[src/hw/rtl/pti_pkg.sv]
package pti_pkg;

  // table geometry
  localparam int MAX_MODELS = 8;
  localparam int MAX_POINTS = 512;
  localparam int KINDS      = 3;
  localparam int DEPTH      = MAX_MODELS * KINDS * MAX_POINTS;

  // angle arithmetic, 1/64 degree units
  localparam int FULL_TURN  = 23040;
  localparam int TURN_HI    = FULL_TURN / 512;   // 45, turn = 45 * 2^9
  localparam int ANG_OFFSET = FULL_TURN * 365;   // lifts any 24-bit angle above zero
  localparam int MOD_MUL    = 46604;             // ceil(2^21 / 45)
  localparam int MOD_SHR    = 21;

  // derived widths
  localparam int PT_W   = $clog2(MAX_POINTS);
  localparam int N_W    = $clog2(MAX_POINTS + 1);
  localparam int MDL_W  = $clog2(MAX_MODELS + 1);
  localparam int ROW_W  = $clog2(MAX_MODELS * KINDS);
  localparam int AW     = $clog2(DEPTH);
  localparam int MAXA_W = PT_W + 15;

  // codes
  localparam logic       FUNC_WRITE = 1'b0;
  localparam logic [1:0] KIND_BAD   = 2'd3;
  localparam logic [1:0] CFG_START  = 2'd0;
  localparam logic [1:0] CFG_STEP   = 2'd1;
  localparam logic [1:0] CFG_POINTS = 2'd2;
  localparam logic [1:0] CFG_MODELS = 2'd3;

  typedef enum logic [1:0] {
    ST_OK,
    ST_MODEL,
    ST_KIND,
    ST_EMPTY
  } status_e;

  // configuration as seen by the datapath (clamped and precomputed)
  typedef struct packed {
    logic [14:0]       start;
    logic [14:0]       step;
    logic [N_W-1:0]    n;
    logic [MDL_W-1:0]  models;
    logic [MAXA_W-1:0] maxa;
  } cfg_t;

  // classified request, front to back
  typedef struct packed {
    logic             query;
    logic             wen;
    status_e          st;
    logic [ROW_W-1:0] row;
    logic [PT_W-1:0]  pt;
    logic [31:0]      wd;
    logic [14:0]      ang;
  } qent_t;

endpackage

[src/hw/rtl/pti_front.sv]
module pti_front (
  input  logic                clk_i,
  input  logic                rst_ni,
  input  pti_pkg::cfg_t       cfg_i,
  input  logic                in_valid_i,
  output logic                in_stall_o,
  input  logic                func_i,
  input  logic [2:0]          model_index_i,
  input  logic [1:0]          coef_kind_i,
  input  logic [8:0]          point_index_i,
  input  logic signed [31:0]  point_value_i,
  input  logic signed [23:0]  query_angle_i,
  input  logic                full_i,
  output logic                push_o,
  output pti_pkg::qent_t      ent_o
);
  import pti_pkg::*;

  logic v1_q, v2_q;
  logic rdy1, rdy2;

  // stage 1: captured request
  logic               f1_q;
  logic [2:0]         m1_q;
  logic [1:0]         k1_q;
  logic [8:0]         p1_q;
  logic [31:0]        d1_q;
  logic signed [23:0] a1_q;

  // stage 2: classified, angle split
  logic             q2_q, wen2_q;
  status_e          st2_q;
  logic [ROW_W-1:0] row2_q;
  logic [PT_W-1:0]  pt2_q;
  logic [31:0]      wd2_q;
  logic [15:0]      h2_q;
  logic [10:0]      qt2_q;
  logic [8:0]       lo2_q;

  logic [24:0] xoff;
  logic [15:0] hi;
  logic [31:0] prod;
  status_e     st;
  logic        wen;
  logic [5:0]  r45;

  assign rdy2       = !v2_q || !full_i;
  assign rdy1       = !v1_q || rdy2;
  assign in_stall_o = !rdy1;
  assign push_o     = v2_q && !full_i;

  // offset angle, split into 45 * 2^9 turn parts, quotient by reciprocal
  always_comb begin
    xoff = 25'(int'(a1_q) + ANG_OFFSET);
    hi   = xoff[24:9];
    prod = 32'(32'(hi) * MOD_MUL);
    st   = ST_OK;
    if (32'(m1_q) >= 32'(cfg_i.models)) begin
      st = ST_MODEL;
    end else if (k1_q == KIND_BAD) begin
      st = ST_KIND;
    end else if (cfg_i.n == '0) begin
      st = ST_EMPTY;
    end
    wen = (f1_q == FUNC_WRITE) && (k1_q != KIND_BAD) &&
          (32'(m1_q) < MAX_MODELS) && (32'(p1_q) < MAX_POINTS);
  end

  // remainder by 45 gives the wrapped angle
  always_comb begin
    r45       = 6'(32'(h2_q) - 32'(qt2_q) * TURN_HI);
    ent_o.query = q2_q;
    ent_o.wen   = wen2_q;
    ent_o.st    = st2_q;
    ent_o.row   = row2_q;
    ent_o.pt    = pt2_q;
    ent_o.wd    = wd2_q;
    ent_o.ang   = 15'(32'(r45) * 512 + 32'(lo2_q));
  end

  always_ff @(posedge clk_i or negedge rst_ni) begin
    if (!rst_ni) begin
      v1_q <= 1'b0;
      v2_q <= 1'b0;
    end else begin
      if (rdy1) v1_q <= in_valid_i;
      if (rdy2) v2_q <= v1_q;
    end
  end

  always_ff @(posedge clk_i) begin
    if (in_valid_i && rdy1) begin
      f1_q <= func_i;
      m1_q <= model_index_i;
      k1_q <= coef_kind_i;
      p1_q <= point_index_i;
      d1_q <= point_value_i;
      a1_q <= query_angle_i;
    end
    if (v1_q && rdy2) begin
      q2_q   <= (f1_q != FUNC_WRITE);
      wen2_q <= wen;
      st2_q  <= st;
      row2_q <= ROW_W'(32'(m1_q) * KINDS + 32'(k1_q));
      pt2_q  <= PT_W'(p1_q);
      wd2_q  <= d1_q;
      h2_q   <= hi;
      qt2_q  <= prod[MOD_SHR+10:MOD_SHR];
      lo2_q  <= xoff[8:0];
    end
  end

endmodule

[config.mk]
export PLATFORM = sky130hd
export DESIGN_NAME = pti_front
export DESIGN_NICKNAME = d
export VERILOG_FILES = /design/src/hw/rtl/pti_pkg.sv /design/src/hw/rtl/pti_front.sv
export SDC_FILE = /design/constraint.sdc
export NUM_CORES = 1
export LEC_CHECK = 0
export BUFFER_PORTS_ARGS = -buffer_cell sky130_fd_sc_hd__buf_2
export CAP_MARGIN = 15
export CORE_MARGIN = 2
export CORE_UTILIZATION = 58
export DETAILED_ROUTE_END_ITERATION = 12
export PLACE_DENSITY = 0.86
export SKIP_LAST_GASP = 1
export SYNTH_ARGS = -nofsm -noshare
export SYNTH_HDL_FRONTEND = slang
export SYNTH_SLANG_ARGS = --single-unit
[constraint.sdc]
create_clock -name clk_i -period 10 [get_ports clk_i]
set_input_delay 1 -clock clk_i [delete_from_list [all_inputs] [get_ports clk_i]]
set_output_delay 1 -clock clk_i [all_outputs]
set_load 0.01 [all_outputs]
==> key figures <==
Run status
  • Status: complete, no violations

Cells and area
  • Fin util: 0.7076
  • Layout cells sized above 1: 0.2728
  • Filler Cells Inserted: 849
  • Nets: 1,048
  • Diode count: 0
  • Area Growth Syn to Fin: 19.16%

Drt
  • Via Count: 5,070
  • DR iter-0 viols: 269
  • Post-route ant nets: 0
  • DRC Markers: 0
  • Post-Route WL: 18,080 µm
  • Routed len/inst: 19.34 µm
  • Initial DRT Pass Iterations: 4
  • Drt via density: 5.422

Logic synthesis
  • Async S/R FF share, synth: 0.01389
  • Largest area contributor in the netlist: edfxtp_1
  • Post-synth top cells: edfxtp_1 (142), ha_1 (110), inv_1 (109), fa_1 (53), xnor2_1 (30)
  • Net Count, Synth: 875
  • Post-synthesis average cell area: 14.54 µm²
  • Synth area leaders: edfxtp_1 (52%), ha_1 (17%), fa_1 (13%)
  • Post-synth EDFFs: 142
  • Synth cell types: 54
  • Top_reg_cell synth: edfxtp_1
  • Ys Warns: 0
  • Yosys reg bits: 144
  • Post-Synthesis Cells: 569
  • Share of the synthesized area in the top cell type: 0.5153
  • Top-count cell post-synth: edfxtp_1
  • Cell Area, Synth: 8274 µm²
  • Sequential-to-total area share from yosys stat: 0.5214

Timing
  • Slew @ Worst Pin: 1067 ps
  • Total Negative Setup Slacks: 0 ps
  • Endpoints failing setup: 0
  • Fmax: 152.6 MHz
  • Final hold violations: 0
  • Relative slew slack: 0.2867
  • Period minus WS final: 6553 ps
  • Max-slew violations: 0
  • Crit share post-route: 0.6553
  • Clk_skew: 11.92 ps
  • RSZ-0062 raised after global routing: no

Global routing
  • Total grt overflow: 0
  • Vias in the first global route: 5,652
  • Gr usage total: 0.2503
  • Initial antenna violation count: 0
  • Largest net degree at the start of global routing: 72
  • Global-route wire length before repair: 27,960 µm

Clock tree
  • Clock sinks: 144
  • CTS tree: built
  • Clock root buffer: clkbuf_16
  • Setup Fix Bufs, Post-CTS: 0
  • Hold buffer count at CTS: 0
  • CTS Buf Count: 17
  • Clock Latency Late Sink: 430 ps
  • CTS clk-pin slew, worst paths: 70 ps
  • H-tree levels: 4
  • PostCTS Resize Cnt: 0
  • Longest Clk Path Bufs: 2

Place
  • Final GP Congestion: 0.9195
  • Dpl hpwl: 12,940 µm
  • PortBufs: 155

Flow run
  • MaxCap Viol Count: 0

Power and ir drop
  • Pint: 2.194 mW
  • Power Total: 3.811 mW
  • Power Density: 386.5 nW/µm²
  • Logic gate share of total power: 0.628
  • Clock network power share: 0.161
  • VDD IR max: 0.0003667 V
  • Lkg Pwr: 4.521 nW
  • Sequential power share: 0.210
  • Switch share: 0.4242
  • Sw Pwr: 1.617 mW

Worst hold path
  • HP Class: in -> async

Setup path
  • Crit Path Category: reg -> reg
  • Reg2Reg Depth: 22
  • Critical path arrival: 6720 ps
  • CP peak stage delay: 590 ps
  • CP max-delay cell: fa_1
  • CP Capture Type: flop
  • CP dominant cell by count: fa_1
  • WP data required: 10,160 ps
  • Startpoint types: flop
  • Cell chain of the critical path: ha_1 > a21oi_1 > nor2b_1 > nor2_1 > xnor2_1 > ha_1 > inv_1 > fa_1 > inv_1 > fa_1 > fa_1 > fa_1 > inv_1 > fa_1 > inv_1 > ha_1 > a31oi_1 > nor3b_1 > o21ba_2 > a41oi_4 > a211oi_1 > xnor2_1
  • Crit Path Max Fanout: 6

Floorplan
  • Core area: 13,930 µm²
  • Die height: 123.4 µm
  • Die Width: 123.4 µm
  • # IOs: 210
  • Initial Utilization: 0.5938
  • Area of the die: 15,240 µm²
  • Row cnt: 43
-- critical path, delay by kind of cell, from the launching register on --
kind	cells	cell delay (ps)
AO/OA/AOI/OAI	5	980
XOR/XNOR	2	400
AND/OR/NAND/NOR	3	420
flip-flops	1	460
buffers and inverters	4	250
adder cells (fa/ha/maj)	8	3780
-- final cells by class --
cell class	instances	area, µm²	area share
Clock buffer	18	439.2	0.04454
Clock inverter	14	137.6	0.01396
Inverter	109	409.1	0.04150
Multi-Input combinational cell	313	3543	0.3594
Sequential cell	144	4314	0.4376
Tap cell	180	225.2	0.02284
Timing Repair Buffer	157	790.8	0.08020
-- layer usage --
| metal | GRT usage | wire [µm] | part of all wire |
|---|---|---|---|
| met1 | 0.2700 | 6581 | 0.36 |
| met2 | 0.4571 | 9871 | 0.55 |
| met3 | 0.06734 | 1079 | 0.060 |
| met4 | 0.1108 | 547 | 0.030 |
| met5 | 0 | 0 | 0 |
-- power by group through the flow --
stage / Combinational, mW / Clock (mW) / Sequential (mW)
floorplan: 1.77 / 0 / 0.821
global placement: 2.17 / 0 / 0.809
detailed placement: 2.30 / 0 / 0.814
CTS: 2.40 / 0.623 / 0.802
global route: 2.71 / 0.649 / 0.807
finish: 2.39 / 0.615 / 0.801
-- cell families (layout without fill, tap and decap cells) --
| logic type | after synthesis | count (layout) | share of synthesized area |
|---|---|---|---|
| and+or+nand+nor | 53 | 53 | 0.03584 |
| AOI/OAI and AO/OA | 54 | 54 | 0.05035 |
| buffers and inverters | 112 | 298 | 0.05187 |
| DFF | 144 | 144 | 0.5214 |
| xor gates and xnor gates | 41 | 41 | 0.04340 |
| muxes | 2 | 2 | 0.002571 |
| adders and majority gates | 163 | 163 | 0.2946 |
-- sequential cells by signal, indices dropped and copies added, names as in the netlist --
signal  count
v2_q        1
p1_q        9
qt2_q       6
wd2_q      32
q2_q        1
v1_q        1
d1_q       32
a1_q       24
k1_q        2
row2_q      5
h2_q        6
st2_q       2
f1_q        1
m1_q        3
wen2_q      1
lo2_q       9
pt2_q       9
-- stage by stage --
stage	hold slack, ps	cells	area [µm²]	worst slack (ps)
floorplan	400.3	569	8274	3222
global placement	400.2	903	9283	3764
detailed placement	404.5	903	9283	3618
CTS	340.0	935	9859	3538
global route	338.0	935	9859	3197
finish	352.2	935	9859	3447
-- layout by cell type (no fill, tap or decap), drive strengths merged, types with 2 or more instances in the layout --
master	netlist	final
a211oi	3	3
a21o	8	8
a21oi	15	15
a31oi	3	3
and2	2	2
and3	5	5
buf	3	157
clkbuf	0	18
clkinv	0	4
dfrtp	2	2
edfxtp	142	142
fa	53	53
ha	110	110
inv	109	118
nand2	4	4
nand2b	3	3
nand3	6	6
nand4	2	2
nor2	15	15
nor2b	4	4
nor4	2	2
o211ai	3	3
o21a	2	2
o21ai	8	8
or2	2	2
or3	2	2
xnor2	30	30
xor2	11	11
-- final timing paths --
kind / start / to / slack [ps]
setup reg to reg: a1_q[9]$_DFFE_PP_ / qt2_q[3]$_DFFE_PP_ / 3450
hold reg to reg: d1_q[24]$_DFFE_PP_ / wd2_q[24]$_DFFE_PP_ / 410
setup / recovery: a1_q[9]$_DFFE_PP_ / qt2_q[3]$_DFFE_PP_ / 3450
min in group clk_i: d1_q[24]$_DFFE_PP_ / wd2_q[24]$_DFFE_PP_ / 410
max in group asynchronous: rst_ni / v1_q$_DFFE_PN0N_ / 9550
hold / removal: rst_ni / v2_q$_DFFE_PN0P_ / 350
(Power assumes the default switching activity.)
