**src/hw/rtl/pti_pkg.sv**
```systemverilog
package pti_pkg;

  // table geometry
  localparam int MAX_MODELS = 8;
  localparam int MAX_POINTS = 512;
  localparam int KINDS      = 3;
  localparam int DEPTH      = MAX_MODELS * KINDS * MAX_POINTS;

  // angle arithmetic, 1/64 degree units
  localparam int FULL_TURN  = 23040;
  localparam int TURN_HI    = FULL_TURN / 512;   // 45, turn = 45 * 2^9
  localparam int ANG_OFFSET = FULL_TURN * 365;   // lifts any 24-bit angle above zero
  localparam int MOD_MUL    = 46604;             // ceil(2^21 / 45)
  localparam int MOD_SHR    = 21;

  // derived widths
  localparam int PT_W   = $clog2(MAX_POINTS);
  localparam int N_W    = $clog2(MAX_POINTS + 1);
  localparam int MDL_W  = $clog2(MAX_MODELS + 1);
  localparam int ROW_W  = $clog2(MAX_MODELS * KINDS);
  localparam int AW     = $clog2(DEPTH);
  localparam int MAXA_W = PT_W + 15;

  // codes
  localparam logic       FUNC_WRITE = 1'b0;
  localparam logic [1:0] KIND_BAD   = 2'd3;
  localparam logic [1:0] CFG_START  = 2'd0;
  localparam logic [1:0] CFG_STEP   = 2'd1;
  localparam logic [1:0] CFG_POINTS = 2'd2;
  localparam logic [1:0] CFG_MODELS = 2'd3;

  typedef enum logic [1:0] {
    ST_OK,
    ST_MODEL,
    ST_KIND,
    ST_EMPTY
  } status_e;

  // configuration as seen by the datapath (clamped and precomputed)
  typedef struct packed {
    logic [14:0]       start;
    logic [14:0]       step;
    logic [N_W-1:0]    n;
    logic [MDL_W-1:0]  models;
    logic [MAXA_W-1:0] maxa;
  } cfg_t;

  // classified request, front to back
  typedef struct packed {
    logic             query;
    logic             wen;
    status_e          st;
    logic [ROW_W-1:0] row;
    logic [PT_W-1:0]  pt;
    logic [31:0]      wd;
    logic [14:0]      ang;
  } qent_t;

endpackage

```
**src/hw/rtl/pti_queue.sv**
```systemverilog
module pti_queue (
  input  logic           clk_i,
  input  logic           rst_ni,
  input  logic           push_i,
  input  pti_pkg::qent_t ent_i,
  input  logic           pop_i,
  output logic           full_o,
  output logic           empty_o,
  output pti_pkg::qent_t head_o
);
  import pti_pkg::*;

  localparam int QD = 4;
  localparam int QA = $clog2(QD);

  qent_t         mem_q [QD];
  logic [QA-1:0] wp_q, rp_q;
  logic [QA:0]   cnt_q;

  assign full_o  = (32'(cnt_q) == QD);
  assign empty_o = (cnt_q == '0);
  assign head_o  = mem_q[rp_q];

  always_ff @(posedge clk_i or negedge rst_ni) begin
    if (!rst_ni) begin
      wp_q  <= '0;
      rp_q  <= '0;
      cnt_q <= '0;
    end else begin
      if (push_i) wp_q <= wp_q + 1'b1;
      if (pop_i)  rp_q <= rp_q + 1'b1;
      cnt_q <= cnt_q + (QA+1)'(push_i) - (QA+1)'(pop_i);
    end
  end

  always_ff @(posedge clk_i) begin
    if (push_i) mem_q[wp_q] <= ent_i;
  end

endmodule

```
**config.mk**
```make
export PLATFORM = sky130hd
export DESIGN_NAME = pti_queue
export DESIGN_NICKNAME = d
export VERILOG_FILES = /design/src/hw/rtl/pti_pkg.sv /design/src/hw/rtl/pti_queue.sv
export SDC_FILE = /design/constraint.sdc
export NUM_CORES = 1
export LEC_CHECK = 0
export BUFFER_PORTS_ARGS = -buffer_cell sky130_fd_sc_hd__buf_2
export CORE_MARGIN = 8
export CORE_UTILIZATION = 50
export DETAILED_ROUTE_END_ITERATION = 10
export PLACE_DENSITY = 0.82
export RECOVER_POWER = 50
export SYNTH_ARGS = -nofsm -noshare
export SYNTH_HDL_FRONTEND = slang
export SYNTH_SLANG_ARGS = --single-unit
```
**constraint.sdc**
```tcl
create_clock -name clk_i -period 4.2 [get_ports clk_i]
set_input_delay 0.21 -clock clk_i [delete_from_list [all_inputs] [get_ports clk_i]]
set_output_delay 0.21 -clock clk_i [all_outputs]
set_load 0.05 [all_outputs]
```
==> results.yml, run 1 <==
outcome:
  outcome: "complete, but fails checks"
  violations: "capacitance limit, slew limit"
timing:
  hold_viol: 0
  rsz0062_at_grt: "no"
  finalCriticalPeriod_ns: 2.95
  setup_viol: 0
  maxSlewViolCount: 66
  fin_skew_ns: 0.0104
  max_slew_margin_pct: -19.9
  worst_slack_ns: 1.25
  clock.fmax_mhz: 339
  min_period_over_period_pct: 70.2
  tightest_slew_ns: 1.80
  fin_tns_setup_ns: 0
placement:
  dp.cells: 761
  preCtsSetupSlack_ns: 1.67
  place_congestion: 0.674
  portBuffers: 135
  post-dp-hpwl_mm: 10.2
final_layout:
  final_layout_size_suffix_gt1_share_pct: 28.9
  layout.cells.non_filler: 877
  antenna_cells: 0
  syn_to_final_growth_pct: 23.6
  nets: 668
clock_tree:
  clock-sinks: 267
  cts_max_level: 1
  path_clk_slew_ns: 0.06
  root_buffer: "clkbuf_16"
  cts_buffer_depth: 3
  cts-resized-gates: 0
  numCtsBuffers: 26
  cts_tree: "done"
  worstSkewPairLatency_ns: 0.51
critical_path:
  cp.arrival_ns: 2.74
  slowest_delay_ns: 1.01
  crit_type: "reg2out"
  reg2reg_depth: 2
  cp_num_cells: 3
  startpoint_type: "flop"
  r2r_slack_ns: 1.82
  crit_buf_inv: 2
  crit_fanout: 43
  cp.required_ns: 3.99
  critical-path-slowest-cell: "dfrtp_4"
  worstPathCellList: "buf_4 > mux4_2 > buf_2"
  cp_top_family: "flip-flops"
  critPathCaptureType: "output pin"
synth:
  yosysWarnings: 0
  synth_compound_area_share_pct: 0.0511
  synth_top_family_by_area: "multiplexers"
  syn-cell-area_um2: 9800
  ys_seq_area_share_pct: 81.4
  synthXorXnorAreaFrac_pct: 0.447
  yosys.area_share.simple_pct: 0.447
  syn_avg_cell_area_um2: 26.2
  synth-adder-area-share_pct: 0.970
  synth.distinct_cells: 18
  syn_inst: 374
  synth_seq_cells: 267
  synth_mux_area_share_pct: 14.9
  syn-num-nets: 450
floorplanning:
  fp.dieW_um: 156
  ios: 136
  rows: 51
  dieArea_um2: 24300
  initial_utilization_pct: 50.7
  die_y_um: 156
  core_um2: 19300
routing:
  wl_mm: 18.2
  first_pass_iters: 4
  drt_iter0_markers: 254
  drtAntennaViolNets: 0
  drt-vias-per-instance: 5.19
  vias: 4548
  drc: 0
  wl_per_cell_um: 20.8
worst_hold_path:
  min_path_type: "in2async"
flow_run:
  maxCapViolCount: 1
pwr:
  pwr-share-comb_pct: 35.4
  swShare_pct: 37.8
  peakVddDrop_uv: 877
  clkPwrFrac_pct: 23.4
  power.switching_w: 0.00356
  leakage_nw: 4.05
  p_seq_share_pct: 41.3
  p_per_area_nw_per_um2: 776
  p_int_w: 0.00584
global_routing:
  overflow: 0
  first_global_vias: 5226
  grt_max_degree: 67
  antenna_found_initial: 0
  grt_pass1_wl_mm: 28.8
  grt_usage_pct: 15.4
## worst register-to-register path, stage by stage (launching register included)
cell and delay (ns):
dfrtp_1 0.41, ha_1 0.17, and2_2 1.35
## per-layer routing
layer | wire [um] | up-vias | track usage (%) | share of wire (%)
met4 | 283 | 0 | 3.47 | 1.6
li1 | - | 2037 | - | -
met1 | 6970 | 2352 | 17.7 | 38
met3 | 1100 | 26 | 4.02 | 6.0
met5 | 0 | - | 0 | 0
met2 | 9890 | 133 | 28.1 | 54
## flip-flops by register name, indices dropped and copies added (netlist names)
name	count
mem_q	260
cnt_q	3
rp_q	2
wp_q	2
## cells in the mapped netlist
| library cell | number | area [um^2] |
|---|---|---|
| o21ai_0 | 1 | 5.00 |
| buf_2 | 5 | 25.0 |
| xnor2_1 | 2 | 17.5 |
| and3_1 | 1 | 6.26 |
| nor3_1 | 1 | 5.00 |
| dfrtp_1 | 7 | 175 |
| buf_12 | 4 | 80.1 |
| and2_1 | 4 | 25.0 |
| fa_1 | 1 | 20.0 |
| inv_1 | 6 | 22.5 |
| ha_1 | 6 | 75.1 |
| mux4_2 | 65 | 1460 |
| buf_4 | 3 | 22.5 |
| clkbuf_1 | 2 | 7.51 |
| buf_6 | 1 | 11.3 |
| xor2_1 | 3 | 26.3 |
| edfxtp_1 | 260 | 7810 |
| nand2_1 | 2 | 7.51 |
## area by class of cell
type,instances,area [um^2]
flip-flops and latches,267,7990
fillers,1337,7220
clock inverters,18,135
clock buffers,30,687
multi-input cells,86,1660
inverters,6,22.5
repair buffers,205,1290
well taps,265,332
## per-stage QoR
step	util (%)	hold WS [ns]	total power, W	area [um^2]
floorplan	-	-0.0856	0.00658	9800
global route	62.6	0.197	0.00981	12100
global placement	55.3	0.0479	0.00720	10700
finish	62.6	0.157	0.00940	12100
CTS	63.1	0.0466	0.00954	12200
detailed placement	55.3	0.0572	0.00729	10700
## power groups by stage
stage          Combinational, W  Clock [W]  Sequential (W)
5_1_grt                 0.00349    0.00236         0.00396
4_1_cts                 0.00339    0.00224         0.00390
6_report                0.00333    0.00220         0.00388
3_5_place_dp            0.00333          0         0.00396
2_1_floorplan           0.00294          0         0.00364
3_3_place_gp            0.00328          0         0.00392
## kinds of logic after synthesis
group | after synthesis
buf+inv | 21
simple gates | 8
compound gates | 1
mux | 65
flops | 267
fa+ha+maj | 7
xor+xnor | 5
## layout by cell type, fill, tap and decap left out, types with 3 or more instances in the layout
cell type,netlist,routed
ha_1,6,6
clkinv_1,0,8
mux4_2,65,65
xor2_1,3,3
clkinv_2,0,6
edfxtp_1,260,260
buf_2,5,67
clkbuf_1,2,71
and2_4,0,3
dfrtp_1,7,5
clkbuf_16,0,27
dlygate4sd3_1,0,68
inv_1,6,6
## repair_timing
item	4_1_cts	5_1_grt
hold buffers	68	0
setup buffers	0	0
endpoints found under the hold margin	270	0
## worst paths after layout
| path | startpoint | end |
|---|---|---|
| min reg2reg | wp_q[0] | wp_q[0] |
| min | rst_ni | cnt_q[0] |
| min in group clk_i | pop_i | rp_q[0] |
| max reg2reg | wp_q[0] | mem_q[3][61] |
| max in group asynchronous | rst_ni | rp_q[1] |
| max | rp_q[0] | head_o[63] |
No activity file was read; power rests on OpenSTA's default activity.
==> inputs of run 2 (changes only) <==
--- a/config.mk
+++ b/config.mk
@@ -9,7 +9,7 @@
 export CORE_MARGIN = 8
 export CORE_UTILIZATION = 50
 export DETAILED_ROUTE_END_ITERATION = 10
-export PLACE_DENSITY = 0.82
+export PLACE_DENSITY = 0.85
 export RECOVER_POWER = 50
 export SYNTH_ARGS = -nofsm -noshare
 export SYNTH_HDL_FRONTEND = slang
==> constraint.sdc (replaced) <==
create_clock -name clk_i -period 2.63 [get_ports clk_i]
set_input_delay 0.1315 -clock clk_i [delete_from_list [all_inputs] [get_ports clk_i]]
set_output_delay 0.1315 -clock clk_i [all_outputs]
set_load 0.05 [all_outputs]
==> run 2 against run 1 <==
Effect of this change: the run now ends clean; core utilization increased by 1.2 points; clock skew decreased by 0.0023 ns; power increased by 65%; first-iteration DRC count decreased by 22%; wire length increased by 0.22%; largest cell class unchanged.
==> results.yml, run 2 (synthesized netlist as in run 1, its figures left out) <==
routing:
  drt_iter0_markers: 198
  first_pass_iters: 4
  drc: 0
  drtAntennaViolNets: 0
  vias: 4647
  wl_mm: 18.3
  drt-vias-per-instance: 5.26
  wl_per_cell_um: 20.7
critical_path:
  cp.arrival_ns: 2.23
  worstReg2RegEnd: "mem_q[3][63]"
  worstPathCellList: "buf_4 > mux4_2 > buf_2"
  reg2reg_depth: 3
  slowest_delay_ns: 0.72
  crit_fanout: 32
  critPathCaptureType: "output pin"
  critical-path-slowest-cell: "dfrtp_4"
  r2r_slack_ns: 0.58
  cp.required_ns: 2.50
  worstReg2RegStart: "wp_q[0]"
  startpoint_type: "flop"
  crit_type: "reg2out"
clock_tree:
  root_buffer: "clkbuf_16"
  cts_tree: "done"
  path_clk_slew_ns: 0.06
  numCtsBuffers: 26
  cts_max_level: 1
  worstSkewPairLatency_ns: 0.51
  cts_setup_buffers: 0
  clock-sinks: 267
  cts_buffer_depth: 3
final_layout:
  final_layout_size_suffix_gt1_share_pct: 30.9
  final_common_cell: "edfxtp_1"
  syn_to_final_growth_pct: 25.9
  nets: 675
  antenna_cells: 0
  nFillCells: 1299
  seq_area_um2: 7990
  mostFrequentLayoutCells: "edfxtp_1, buf_2, dlygate4sd3_1"
  postLayoutCoreUtil_pct: 63.8
  top_register: "mem_q"
  multi_input_area_um2: 1660
  largest_register_ff_count: 260
  reg_top3: "mem_q (260), cnt_q (3)"
global_routing:
  first_global_vias: 5234
  grt_usage_pct: 15.2
  grt_max_degree: 46
  antenna_found_initial: 0
  overflow: 0
  grt_pass1_wl_mm: 28.7
timing:
  fin_skew_ns: 0.00805
  fin_tns_setup_ns: 0
  hold_viol: 0
  clock.fmax_mhz: 424
  maxSlewViolCount: 0
  setup_viol: 0
  finalCriticalPeriod_ns: 2.36
  rsz0062_at_grt: "no"
  max_slew_margin_pct: 33.9
  min_period_over_period_pct: 89.8
  tightest_slew_ns: 0.991
  worst_slack_ns: 0.269
placement:
  place_congestion: 0.702
  portBuffers: 135
  preCtsSetupSlack_ns: 0.760
  post-dp-hpwl_mm: 11.1
worst_hold_path:
  hold_end: "rp_q[0]"
  min-delay-start: "pop_i"
  holdPathStages: 3
  min_path_type: "in2reg"
pwr:
  leakage_nw: 4.16
  p_per_area_nw_per_um2: 1260
  peakVddDrop_uv: 916
floorplanning:
  core_um2: 19300
  ios: 136
  fp.dieW_um: 156
  rows: 51
  initial_utilization_pct: 50.7
  dieArea_um2: 24300
  die_y_um: 156
flow_run:
  maxCapViolCount: 0
outcome:
  outcome: "completed"
## run 2: critical path, delay by kind of cell (launching register included)
| family | cells | cell delay (ns) |
|---|---|---|
| buffers and inverters | 2 | 0.60 |
| DFF | 1 | 0.72 |
| muxes | 1 | 0.37 |
## run 2: metrics by stage
step | cells | power [W] | hold slack [ns] | cell area [um^2]
after floorplan | 374 | 0.0105 | -0.164 | 9800
after global placement | 767 | 0.0116 | -0.0273 | 10800
after detailed placement | 767 | 0.0118 | -0.0136 | 10800
after CTS | 884 | 0.0158 | 0.347 | 12400
after global routing | 884 | 0.0162 | 0.415 | 12300
final | 884 | 0.0156 | 0.416 | 12300
## run 2: timing repair
| item | 4_1_cts | 5_1_grt |
|---|---|---|
| hold buffers | 69 | 0 |
| hold endpoints to repair | 272 | 0 |
| gates resized for setup | 0 | 0 |
## run 2: worst max path at each step
stage          startpoint           to  slack (ns)  cells after the start
2_1_floorplan     wp_q[0]  mem_q[0][0]        0.05                      3
3_3_place_gp      rp_q[1]    head_o[1]        0.76                      3
3_5_place_dp      rp_q[1]   head_o[63]        0.76                      3
4_1_cts           rp_q[1]   head_o[56]        0.21                      3
5_1_grt           rp_q[1]   head_o[56]        0.17                      3
6_report          rp_q[1]   head_o[56]        0.27                      3
## run 2: report_power, final
part           total [W]  internal (W)  switching, W
Sequential       0.00588       0.00558      0.000298
Clock            0.00394       0.00245       0.00149
Combinational    0.00575       0.00177       0.00398
Total             0.0156       0.00980       0.00576
## run 2: cell type report
cell class / instances / area share [%]
Sequential cell: 267 / 64.8
Multi-Input combinational cell: 86 / 13.4
Tap cell: 265 / 2.69
Inverter: 6 / 0.183
Clock inverter: 20 / 2.02
Clock buffer: 28 / 5.51
Timing Repair Buffer: 212 / 11.4
## run 2: metal layers
| metal | vias to the layer above | global-route usage [%] | wire, um |
|---|---|---|---|
| met1 | 2440 | 19.5 | 7570 |
| met3 | 27 | 3.63 | 1140 |
| met4 | 0 | 3.10 | 233 |
| li1 | 2048 | - | - |
| met5 | - | 0 | 0 |
| met2 | 132 | 25.9 | 9340 |
